===== src/rtl/arp_cache_and_responder_top_defines.svh =====
// Assertion macros for the ARP cache and responder.
// Used by the top level; expects clk and rst_n in scope.
`ifndef ARP_CACHE_AND_RESPONDER_TOP_DEFINES_SVH
`define ARP_CACHE_AND_RESPONDER_TOP_DEFINES_SVH

// Consequent must hold in the same cycle as the antecedent.
`define ARPC_ASSERT_NOW(lbl, ante, cons, msg) \
  lbl: assert property (@(posedge clk) disable iff (!rst_n) (ante) |-> (cons)) \
    else $error(msg);

// Consequent must hold in the cycle after the antecedent.
`define ARPC_ASSERT_NEXT(lbl, ante, cons, msg) \
  lbl: assert property (@(posedge clk) disable iff (!rst_n) (ante) |=> (cons)) \
    else $error(msg);

`endif


===== src/rtl/arpc_pkg.sv =====
// Shared types and constants for the ARP cache and responder.
// No dependencies.
package arpc_pkg;

  localparam int CACHE_ENTRIES_DEF = 16;
  localparam logic [15:0] MIN_FRAME_LEN = 16'd42;

  localparam logic [15:0] ARP_OP_REQUEST = 16'd1;

  localparam logic MODE_FRAME  = 1'b0;
  localparam logic MODE_LOOKUP = 1'b1;

  // Configuration space: 64-bit registers at 8-byte spacing, selected by paddr[3]
  localparam int   CFG_ADDR_W  = 4;
  localparam int   CFG_DATA_W  = 64;
  localparam int   CFG_SEL_BIT = 3;
  localparam logic REG_OWN_IP  = 1'b0;
  localparam logic REG_OWN_MAC = 1'b1;

  typedef struct packed {
    logic        mode;
    logic [15:0] frame_len;
    logic [15:0] arp_opcode;
    logic [31:0] src_ip;
    logic [47:0] src_mac;
    logic [31:0] tgt_ip;
  } arp_in_t;

  typedef struct packed {
    logic        lookup_hit;
    logic [47:0] found_mac;
    logic        reply_valid;
    logic [47:0] reply_dst_mac;
    logic [31:0] reply_tgt_ip;
  } arp_out_t;

  typedef struct packed {
    logic [31:0] ip;
    logic [47:0] mac;
  } cache_ent_t;

endpackage


===== src/rtl/arpc_mem.sv =====
// Cache storage: IP and MAC memories with one registered read port,
// one write port, and per-entry valid flops. Depends on arpc_pkg.
module arpc_mem import arpc_pkg::*; #(
  parameter int CACHE_ENTRIES = CACHE_ENTRIES_DEF,
  localparam int AW = $clog2(CACHE_ENTRIES)
) (
  input  logic          clk,
  input  logic          rst_n,
  input  logic [AW-1:0] rd_addr,
  output logic          rd_vld,
  output cache_ent_t    rd_ent,
  input  logic          wr_en,
  input  logic [AW-1:0] wr_addr,
  input  cache_ent_t    wr_ent
);

  logic [31:0] ip_mem  [CACHE_ENTRIES];
  logic [47:0] mac_mem [CACHE_ENTRIES];
  logic [CACHE_ENTRIES-1:0] vld_r;
  logic       rd_vld_r;
  cache_ent_t rd_ent_r;

  always_ff @(posedge clk) begin
    if (wr_en) begin
      ip_mem[wr_addr]  <= wr_ent.ip;
      mac_mem[wr_addr] <= wr_ent.mac;
    end
    rd_ent_r.ip  <= ip_mem[rd_addr];
    rd_ent_r.mac <= mac_mem[rd_addr];
  end

  always_ff @(posedge clk) begin
    if (!rst_n) begin
      vld_r    <= '0;
      rd_vld_r <= 1'b0;
    end else begin
      if (wr_en) begin
        vld_r[wr_addr] <= 1'b1;
      end
      rd_vld_r <= vld_r[rd_addr];
    end
  end

  assign rd_vld = rd_vld_r;
  assign rd_ent = rd_ent_r;

endmodule


===== src/rtl/arpc_ctrl.sv =====
// Sequencer: scans the cache one entry per cycle, resolves the slot,
// writes back and builds the result. Depends on arpc_pkg.
module arpc_ctrl import arpc_pkg::*; #(
  parameter int CACHE_ENTRIES = CACHE_ENTRIES_DEF,
  localparam int AW = $clog2(CACHE_ENTRIES)
) (
  input  logic          clk,
  input  logic          rst_n,
  input  logic          in_valid,
  output logic          in_ready,
  input  arp_in_t       in_data,
  input  logic [31:0]   own_ip,
  output logic          res_vld,
  input  logic          res_take,
  output arp_out_t      res_data,
  output logic [AW-1:0] rd_addr,
  input  logic          rd_vld,
  input  cache_ent_t    rd_ent,
  output logic          wr_en,
  output logic [AW-1:0] wr_addr,
  output cache_ent_t    wr_ent
);

  localparam logic [2:0] ST_IDLE    = 3'd0;
  localparam logic [2:0] ST_SCAN    = 3'd1;
  localparam logic [2:0] ST_LAST    = 3'd2;
  localparam logic [2:0] ST_RESOLVE = 3'd3;
  localparam logic [2:0] ST_DONE    = 3'd4;

  logic [2:0]    state_r, state_nxt;
  arp_in_t       item_r;
  arp_out_t      res_r;
  arp_out_t      res_nxt;
  logic [AW-1:0] cnt_r;
  logic          cmp_vld_r;
  logic [AW-1:0] cmp_idx_r;
  logic          hit_r;
  logic [AW-1:0] hit_idx_r;
  logic [47:0]   hit_mac_r;
  logic          free_r;
  logic [AW-1:0] free_idx_r;
  logic [31:0]   key;
  logic          in_xfer;
  logic          short_frame;
  logic          reply;

  assign in_ready    = (state_r == ST_IDLE);
  assign in_xfer     = in_valid && in_ready;
  assign short_frame = (in_data.mode == MODE_FRAME) && (in_data.frame_len < MIN_FRAME_LEN);
  assign key         = (item_r.mode == MODE_LOOKUP) ? item_r.tgt_ip : item_r.src_ip;
  assign reply       = (item_r.arp_opcode == ARP_OP_REQUEST) && (item_r.tgt_ip == own_ip);

  always_comb begin
    state_nxt = state_r;
    unique case (state_r)
      ST_IDLE: begin
        if (in_xfer) begin
          state_nxt = short_frame ? ST_DONE : ST_SCAN;
        end
      end
      ST_SCAN: begin
        if (cnt_r == AW'(CACHE_ENTRIES - 1)) begin
          state_nxt = ST_LAST;
        end
      end
      ST_LAST:    state_nxt = ST_RESOLVE;
      ST_RESOLVE: state_nxt = ST_DONE;
      ST_DONE: begin
        if (res_take) begin
          state_nxt = ST_IDLE;
        end
      end
      default:    state_nxt = ST_IDLE;
    endcase
  end

  always_comb begin
    res_nxt = '0;
    if (item_r.mode == MODE_LOOKUP) begin
      res_nxt.lookup_hit = hit_r;
      res_nxt.found_mac  = hit_r ? hit_mac_r : 48'd0;
    end else if (reply) begin
      res_nxt.reply_valid   = 1'b1;
      res_nxt.reply_dst_mac = item_r.src_mac;
      res_nxt.reply_tgt_ip  = item_r.src_ip;
    end
  end

  always_ff @(posedge clk) begin
    if (!rst_n) begin
      state_r   <= ST_IDLE;
      cmp_vld_r <= 1'b0;
      hit_r     <= 1'b0;
      free_r    <= 1'b0;
      cnt_r     <= '0;
    end else begin
      state_r   <= state_nxt;
      cmp_vld_r <= (state_r == ST_SCAN);
      if (in_xfer) begin
        cnt_r  <= '0;
        hit_r  <= 1'b0;
        free_r <= 1'b0;
      end
      if (state_r == ST_SCAN) begin
        cnt_r <= cnt_r + 1'b1;
      end
      // Compare the entry read last cycle; keep the first match and first free slot
      if (cmp_vld_r) begin
        if (rd_vld && (rd_ent.ip == key) && !hit_r) begin
          hit_r <= 1'b1;
        end
        if (!rd_vld && !free_r) begin
          free_r <= 1'b1;
        end
      end
    end
  end

  always_ff @(posedge clk) begin
    cmp_idx_r <= cnt_r;
    if (in_xfer) begin
      item_r <= in_data;
      res_r  <= '0;
    end
    if (cmp_vld_r) begin
      if (rd_vld && (rd_ent.ip == key) && !hit_r) begin
        hit_idx_r <= cmp_idx_r;
        hit_mac_r <= rd_ent.mac;
      end
      if (!rd_vld && !free_r) begin
        free_idx_r <= cmp_idx_r;
      end
    end
    if (state_r == ST_RESOLVE) begin
      res_r <= res_nxt;
    end
  end

  // Scan reads walk the table; writeback lands before the next item's scan starts
  assign rd_addr    = cnt_r;
  assign wr_en      = (state_r == ST_RESOLVE) && (item_r.mode == MODE_FRAME);
  assign wr_addr    = hit_r ? hit_idx_r : (free_r ? free_idx_r : '0);
  assign wr_ent.ip  = item_r.src_ip;
  assign wr_ent.mac = item_r.src_mac;

  assign res_vld  = (state_r == ST_DONE);
  assign res_data = res_r;

endmodule


===== src/rtl/arp_cache_and_responder_top.sv =====
// ARP cache and responder: top level with config registers and output register.
// Depends on arpc_pkg, arpc_mem, arpc_ctrl and the assertion macro header.
//
// Usage:
//   in_valid/in_ready/in_data take one item: a received ARP frame (mode 0)
//   or a cache lookup of tgt_ip (mode 1). Every item yields exactly one
//   transfer on out_valid/out_ready/out_data.
//   own_ip (paddr 0x0) and own_mac (paddr 0x8) are written over the APB port;
//   the user must write them only while the block is idle, as the block itself
//   does not enforce it. pready is always high.
//   A short frame goes straight to its result; any other item waits on the scan
//   that reads one cache entry per cycle through the single memory read port.
//   One item is in work at a time: a new item is taken only once the
//   result of the last has gone to the output register.
//   Reset clears the valid flags of all entries, the config registers and
//   the output valid flag; no clearing pass is needed.
//   A result waiting in the output register does not block the next item;
//   the sequencer holds its finished result only until the register frees.
`include "arp_cache_and_responder_top_defines.svh"

module arp_cache_and_responder_top import arpc_pkg::*; #(
  parameter int CACHE_ENTRIES = CACHE_ENTRIES_DEF,
  localparam int AW = $clog2(CACHE_ENTRIES)
) (
  input  logic                  clk,
  input  logic                  rst_n,
  input  logic                  in_valid,
  output logic                  in_ready,
  input  arp_in_t               in_data,
  output logic                  out_valid,
  input  logic                  out_ready,
  output arp_out_t              out_data,
  input  logic                  psel,
  input  logic                  penable,
  input  logic                  pwrite,
  input  logic [CFG_ADDR_W-1:0] paddr,
  input  logic [CFG_DATA_W-1:0] pwdata,
  output logic [CFG_DATA_W-1:0] prdata,
  output logic                  pready
);

  logic [31:0]   own_ip_r;
  logic [47:0]   own_mac_r;
  logic          cfg_wr;
  logic          out_valid_r;
  arp_out_t      out_data_r;
  logic          res_vld;
  logic          res_take;
  arp_out_t      res_data;
  logic [AW-1:0] rd_addr;
  logic          rd_vld;
  cache_ent_t    rd_ent;
  logic          wr_en;
  logic [AW-1:0] wr_addr;
  cache_ent_t    wr_ent;

  assign pready = 1'b1;
  assign cfg_wr = psel && penable && pwrite && pready;

  always_ff @(posedge clk) begin
    if (!rst_n) begin
      own_ip_r  <= '0;
      own_mac_r <= '0;
    end else if (cfg_wr) begin
      if (paddr[CFG_SEL_BIT] == REG_OWN_MAC) begin
        own_mac_r <= pwdata[47:0];
      end else begin
        own_ip_r <= pwdata[31:0];
      end
    end
  end

  assign prdata = (paddr[CFG_SEL_BIT] == REG_OWN_IP) ? {32'd0, own_ip_r} : {16'd0, own_mac_r};

  arpc_ctrl #(
    .CACHE_ENTRIES(CACHE_ENTRIES)
  ) u_ctrl (
    .clk      (clk),
    .rst_n    (rst_n),
    .in_valid (in_valid),
    .in_ready (in_ready),
    .in_data  (in_data),
    .own_ip   (own_ip_r),
    .res_vld  (res_vld),
    .res_take (res_take),
    .res_data (res_data),
    .rd_addr  (rd_addr),
    .rd_vld   (rd_vld),
    .rd_ent   (rd_ent),
    .wr_en    (wr_en),
    .wr_addr  (wr_addr),
    .wr_ent   (wr_ent)
  );

  arpc_mem #(
    .CACHE_ENTRIES(CACHE_ENTRIES)
  ) u_mem (
    .clk     (clk),
    .rst_n   (rst_n),
    .rd_addr (rd_addr),
    .rd_vld  (rd_vld),
    .rd_ent  (rd_ent),
    .wr_en   (wr_en),
    .wr_addr (wr_addr),
    .wr_ent  (wr_ent)
  );

  // Load the output register when it is empty or being drained this cycle
  assign res_take = res_vld && (!out_valid_r || out_ready);

  always_ff @(posedge clk) begin
    if (!rst_n) begin
      out_valid_r <= 1'b0;
    end else if (res_take) begin
      out_valid_r <= 1'b1;
    end else if (out_ready) begin
      out_valid_r <= 1'b0;
    end
  end

  always_ff @(posedge clk) begin
    if (res_take) begin
      out_data_r <= res_data;
    end
  end

  assign out_valid = out_valid_r;
  assign out_data  = out_data_r;

  `ARPC_ASSERT_NOW(a_idle_no_result, in_ready, !res_vld, "sequencer idle with a pending result")
  `ARPC_ASSERT_NOW(a_hit_or_reply, out_valid_r && out_data_r.lookup_hit,
                   !out_data_r.reply_valid, "lookup hit and reply in one result")
  `ARPC_ASSERT_NOW(a_miss_zero_mac, out_valid_r && !out_data_r.lookup_hit,
                   out_data_r.found_mac == 48'd0, "found_mac nonzero on a miss")
  `ARPC_ASSERT_NEXT(a_take_loads, res_take, out_valid_r, "result taken but output empty")

endmodule


===== config.mk =====
export PLATFORM = sky130hd
export DESIGN_NAME = arp_cache_and_responder_top
export DESIGN_NICKNAME = d
export VERILOG_FILES = /design/src/rtl/arpc_pkg.sv /design/src/rtl/arpc_mem.sv /design/src/rtl/arpc_ctrl.sv /design/src/rtl/arp_cache_and_responder_top.sv
export VERILOG_INCLUDE_DIRS = /design/src /design/src/rtl
export SDC_FILE = /design/constraint.sdc
export NUM_CORES = 2
export LEC_CHECK = 0
export BUFFER_PORTS_ARGS = -buffer_cell sky130_fd_sc_hd__buf_4
export CAP_MARGIN = 20
export CELL_PAD_IN_SITES_DETAIL_PLACEMENT = 1
export CELL_PAD_IN_SITES_GLOBAL_PLACEMENT = 1
export CORE_ASPECT_RATIO = 1.5
export CORE_MARGIN = 2
export CORE_UTILIZATION = 53
export CTS_CLUSTER_DIAMETER = 200
export CTS_CLUSTER_SIZE = 28
export DETAILED_ROUTE_END_ITERATION = 8
export HOLD_SLACK_MARGIN = 0.08
export PLACE_DENSITY = 0.88
export SYNTH_ARGS = -nofsm -noshare
export SYNTH_HDL_FRONTEND = slang
export SYNTH_SLANG_ARGS = --single-unit

===== constraint.sdc =====
create_clock -name clk -period 9.12 [get_ports clk]
set_clock_uncertainty 0.15 [all_clocks]
set_input_delay 1.824 -clock clk [delete_from_list [all_inputs] [get_ports clk]]
set_output_delay 1.824 -clock clk [all_outputs]
set_load 0.01 [all_outputs]

# Word-level counts from Yosys, hierarchy flattened
# Memories as Yosys holds them, arrays and structs flattened. A register that Yosys moved wholly into a read port is not among the register bits.
# Index checks and enable logic that the tools add are counted.
[word_totals]
ff_bits = 557
latch_bits = 0
mem_bits_rw = 1280
romBits = 0
in_bits = 220
out_inout_bits = 197
wordCells = 107
mem_count = 2
[classes]
addsub = 1
mul = 0
div_mod_pow = 0
order_cmp = 4
n_eq_ne = 11
shift = 0
mux = 31
bitwise_logic = 4
n_reduce_logical = 25
[mem_list]
columns = ["memory", "depth", "word_bits", "rd", "rd_clocked_by_memory_dff", "write_ports", "line_no", "rtl"]
rows = [
  ["u_mem.mac_mem", 16, 48, 1, 1, 1, "arpc_mem.sv:18", "logic [47:0] mac_mem [CACHE_ENTRIES];"],
  ["u_mem.ip_mem", 16, 32, 1, 1, 1, "arpc_mem.sv:17", "logic [31:0] ip_mem [CACHE_ENTRIES];"],
]
[op_table]
columns = ["cell", "n"]
rows = [
  ["$mux W130", 2],
  ["$mux W81", 2],
  ["$mux W48", 2],
  ["$eq A32 B32 Y1", 2],
  ["$mux W49", 1],
  ["$mux W32", 1],
  ["$eq A16 B1 Y1 const B", 1],
  ["$lt A16 B6 Y1 const B", 1],
  ["$mux W4", 4],
  ["$or A16 B16 Y16", 1],
  ["$pmux W3 S5", 1],
  ["$mux W1", 12],
  ["$mux W3", 4],
  ["$logic_and A1 B1 Y1", 11],
  ["$lt A4 B5 Y1 const B", 2],
  ["$reduce_and A2 Y1", 4],
  ["$eq A3 B2 Y1 const B", 2],
  ["$reduce_bool A2 Y1", 3],
  ["$add A4 B1 Y4 const B", 1],
  ["$bmux W1 S4", 1],
  ["$demux W1 S4", 1],
  ["$eq A4 B4 Y1 const B", 1],
  ["$ge A4 B1 Y1 const B", 1],
  ["$logic_not A1 Y1", 4],
  ["other kinds (8)", 11],
]

# Logic depth before layout (Yosys ltp)
[logic_depth]
word_depth = 7
mapped_depth = 8
mapped_depth_nobuf = 6

# Modules after synthesis
# A second synthesis with hierarchy kept.
[hier_totals]
cells_unflattened = 3366
hier_area_um2 = 70316.2
[by_module_without_submodules]
columns = ["mod", "instances", "cells_per_inst", "area_per_inst_um2", "seq_area_each_um2"]
rows = [
  ["arpc_mem", 1, 2105, 50066.8, 40378.7],
  ["arpc_ctrl", 1, 743, 12688.4, 9739.3],
  ["arp_cache_and_responder_top", 1, 518, 7561.0, 5525.3],
]

# Worst setup path before layout
# Ideal clock, no wire load.
[synth_path]
path_type = "input port to flip-flop"
start = "input in_valid"
end = "register u_ctrl.res_r (netlist bit u_ctrl.res_data[0]), enable pin"
setup_ns = 0.620
arrival_ns = 7.284
t_required_ns = 8.350
setup_slack_ns = 1.066
path_stages = 2
n_path_buf = 0
cell_sequence = "a21oi_1 nor2_1"
[synth_via]
elab_chain_len = 2
[synth_rtl]
columns = ["item", "line_no", "rtl"]
rows = [
  ["from (decl)", "arp_cache_and_responder_top.sv:27", "input logic in_valid,"],
  ["$logic_and A1 B1 Y1", "arpc_ctrl.sv:48", "assign in_xfer = in_valid && in_ready;"],
  ["$reduce_bool A2 Y1 (no line)", "-", ""],
  ["to (signal assigned)", "arpc_ctrl.sv:135", "res_r <= res_nxt;"],
  ["to (decl)", "arpc_ctrl.sv:32", "arp_out_t res_r;"],
]
# No other way between the ends.
# A chain may end at the register's enable or synchronous reset.

# Worst setup path in the final report
[layout_path]
start = "input paddr[3]"
end = "output prdata[3]"
[layout_via]
elab_chain_len = 1
[layout_rtl]
columns = ["item", "line_no", "rtl"]
rows = [
  ["from (decl)", "arp_cache_and_responder_top.sv:36", "input logic [CFG_ADDR_W-1:0] paddr,"],
  ["$mux W48", "arp_cache_and_responder_top.sv:73", "assign prdata = (paddr[CFG_SEL_BIT] == REG_OWN_IP) ? {32'd0, own_ip_r} : {16'd0, own_mac_r};"],
  ["to (decl)", "arp_cache_and_responder_top.sv:38", "output logic [CFG_DATA_W-1:0] prdata,"],
]
# No other way between the ends.

==> flow_summary.ini <==
[detailed_routing]
dr.pass1.iters = 5
antenna_left = 0
wl_per_cell_um = 33.7
wl_um = 180000
vias = 33966
drt_iter0_drc = 3888
viasPerCell = 6.37
route.detailed.drc = 0

[synthesis]
synth_top_area_cell = edfxtp_1
synth_top_area_share_pct = 74.2
yosysSeqAreaShare_pct = 79.7
ys_ff_latch = 1917
ys_warn_count = 0
postSynthCellCount = 3163
syn_area_mm2 = 0.0698
synth_edf_count = 1725
synth_common_cells = 1725 x edfxtp_1, 405 x mux4_2, 192 x dfxtp_1
synthArstFlopShare_pct = 0
synth_cell_types = 45
synthFlopType = edfxtp_1
yosysMostFrequentCell = edfxtp_1
synth_area_per_cell_um2 = 22.1
synth_area_leaders = edfxtp_1 74%, mux4_2 13%, dfxtp_1 5.5%

[worst_hold_path]
min-delay-path-class = register to register
holdPathStages = 0
worstHoldStart = u_mem.rd_ent[43]

[timing]
rsz0062_at_grt = false
whs_ps = 266
fmax_ghz = 0.205
worstMarginPinSlew_ps = 1180
fin_tns_setup_ps = 0
report.final.slew_viol_count = 0
max_slew_margin_pct = 20.7
finalSetupViolCount = 0
min_period_ps = 4880
finalCritPeriodShare_pct = 53.5
hold_viol_final = 0

[worst_setup_path]
cp_max_fo = 51
start_kind = input port
crit_path_end_kind = primary output
rr_startpoint = u_ctrl.item_r[144]
arrival_ps = 2910
crit_start = paddr[3]
r2r_slack_ps = 4250
rr_worst_depth = 7
crit_required_ps = 7150
worstSetupPathType = input port to primary output

[cells_and_area]
final_util_pct = 58.9
final_cells = 5335
layout-drive-gt1-share_pct = 27.5
finish.instance_area_mm2 = 0.0772
nets = 3757
area_delta_synth_final_pct = 10.5

[die]
io_pins = 417
die_h_um = 449
dieArea_mm2 = 0.135
placementRows = 163
initial_utilization_pct = 53.3
core_mm2 = 0.131
die_w_um = 300

[grt]
gr-total-overflow = 0
grt_max_degree = 145
grt_usage_pct = 26.6
grt_pass1_vias = 35702
antenna_found_initial = 8
grt_pass1_wl_um = 257000

[clocking]
hold_buffers = 0
clkLatencyLatePin_ps = 760
clock-sinks = 1917
h-tree-depth = 3
cts_tree = done
cts.repair.resized = 0
cts_setup_buffers = 0
clkSlewWorstSetupHoldPaths_ps = 110
cts_buffers = 78
clockBufferDepth = 3
root_buffer = clkbuf_16

[power_and_ir_drop]
p_switching_w = 0.00392
p_clk_share_pct = 26.4
sw_frac_of_total_pct = 23.7
sequentialPowerShare_pct = 64.3
power_frac_comb_pct = 9.3
ir_worst_vdd_mv = 0.170
power.density_mw_per_mm2 = 214
leakagePower_nw = 24.3
internal_power_w = 0.0126

[placement]
place_area_mm2 = 0.0748
portBuffers = 379
dp.cells = 5185
place_hpwl_um = 99500
place_congestion = 0.782

[status]
outcome = complete, no violations

[run]
max_cap_violations = 0
==> sequential cells by signal (all words and copies together) (netlist names), 3 cells and up <==
signal	count
u_ctrl.rd_addr	4
own_mac_r	48
out_data	130
u_ctrl.wr_ent	80
u_mem.rd_ent	80
u_mem.ip_mem	512
u_ctrl.res_data	130
u_ctrl.free_idx_r	4
u_mem.mac_mem	768
u_ctrl.hit_idx_r	4
u_mem.vld_r	16
u_ctrl.cmp_idx_r	4
u_ctrl.state_r	3
u_ctrl.item_r	49
u_ctrl.hit_mac_r	48
own_ip_r	32
==> placed cells by master, fill, tap and decap left out, types with 7 or more instances in the layout <==
| cell | instances |
|---|---|
| a21boi_0 | 82 |
| a21oi_1 | 7 |
| and2_1 | 147 |
| buf_4 | 431 |
| clkbuf_1 | 57 |
| clkbuf_16 | 82 |
| conb_1 | 17 |
| dfxtp_1 | 188 |
| edfxtp_1 | 1725 |
| mux2_2 | 32 |
| mux2i_1 | 33 |
| mux4_2 | 405 |
| nand2_1 | 183 |
| nand4_1 | 7 |
| nor2_1 | 7 |
| nor2_4 | 18 |
| nor4_1 | 24 |
| o21a_1 | 18 |
| o21ai_0 | 9 |
| xnor2_1 | 29 |
| xor2_1 | 32 |
==> per-layer routing <==
metal  track usage [%]  part of all wire (%)  vias up  wire [um]
met1              34.8                    36    17948      65600
met3              3.91                   8.2      383      14800
met4              11.0                   4.0        6       7160
met5                 0                 0.022        -         40
li1                  -                     -    13422          -
met2              44.9                    51     2207      92100
==> kinds of logic (layout without fill, tap and decap cells) <==
| family | Yosys count | in the layout | synth area share (%) |
|---|---|---|---|
| and+or+nand+nor | 420 | 420 | 3.05 |
| adders and majority gates | 1 | 1 | 0.0179 |
| xor gates and xnor gates | 61 | 61 | 0.765 |
| buffers and inverters | 166 | 587 | 1.13 |
| DFF | 1917 | 1917 | 79.7 |
| AOI/OAI and AO/OA | 126 | 126 | 1.30 |
| muxes | 470 | 470 | 14.0 |
| other | 2 | 21 | 0.0108 |
==> worst paths after layout <==
path,to
setup / recovery,prdata[3]
hold / removal,u_ctrl.hit_mac_r[43]
setup reg to reg,u_mem.mac_mem[8][17]
hold reg to reg,u_ctrl.hit_mac_r[43]
==> per-stage QoR <==
stage               power [W]  worst slack [ps]
floorplan              0.0117              1070
global placement       0.0122              4250
detailed placement     0.0124              4240
CTS                    0.0166              4180
global route           0.0170              4190
finish                 0.0166              4240
==> power by group through the flow <==
stage / Clock [W] / Combinational, W / Sequential (W)
finish: 0.00437 / 0.00153 / 0.0107
global route: 0.00464 / 0.00163 / 0.0107
CTS: 0.00441 / 0.00155 / 0.0106
detailed placement: 0 / 0.00152 / 0.0108
global placement: 0 / 0.00147 / 0.0108
floorplan: 0 / 0.00102 / 0.0107
==> area by class of cell <==
class	count	area, um^2
well taps	1732	2170
clock buffers	139	2270
fillers	10972	54000
multi-input cells	1095	13600
inverters	5	23.8
clock inverters	4	50.0
diodes	4	10.0
repair buffers	439	3390
flip-flops and latches	1917	55700
==> worst max-delay path: stages <==
cell    delay (ps)
buf_4          500
mux2_2         420
buf_4          150
No activity file was read; power rests on OpenSTA's default activity.
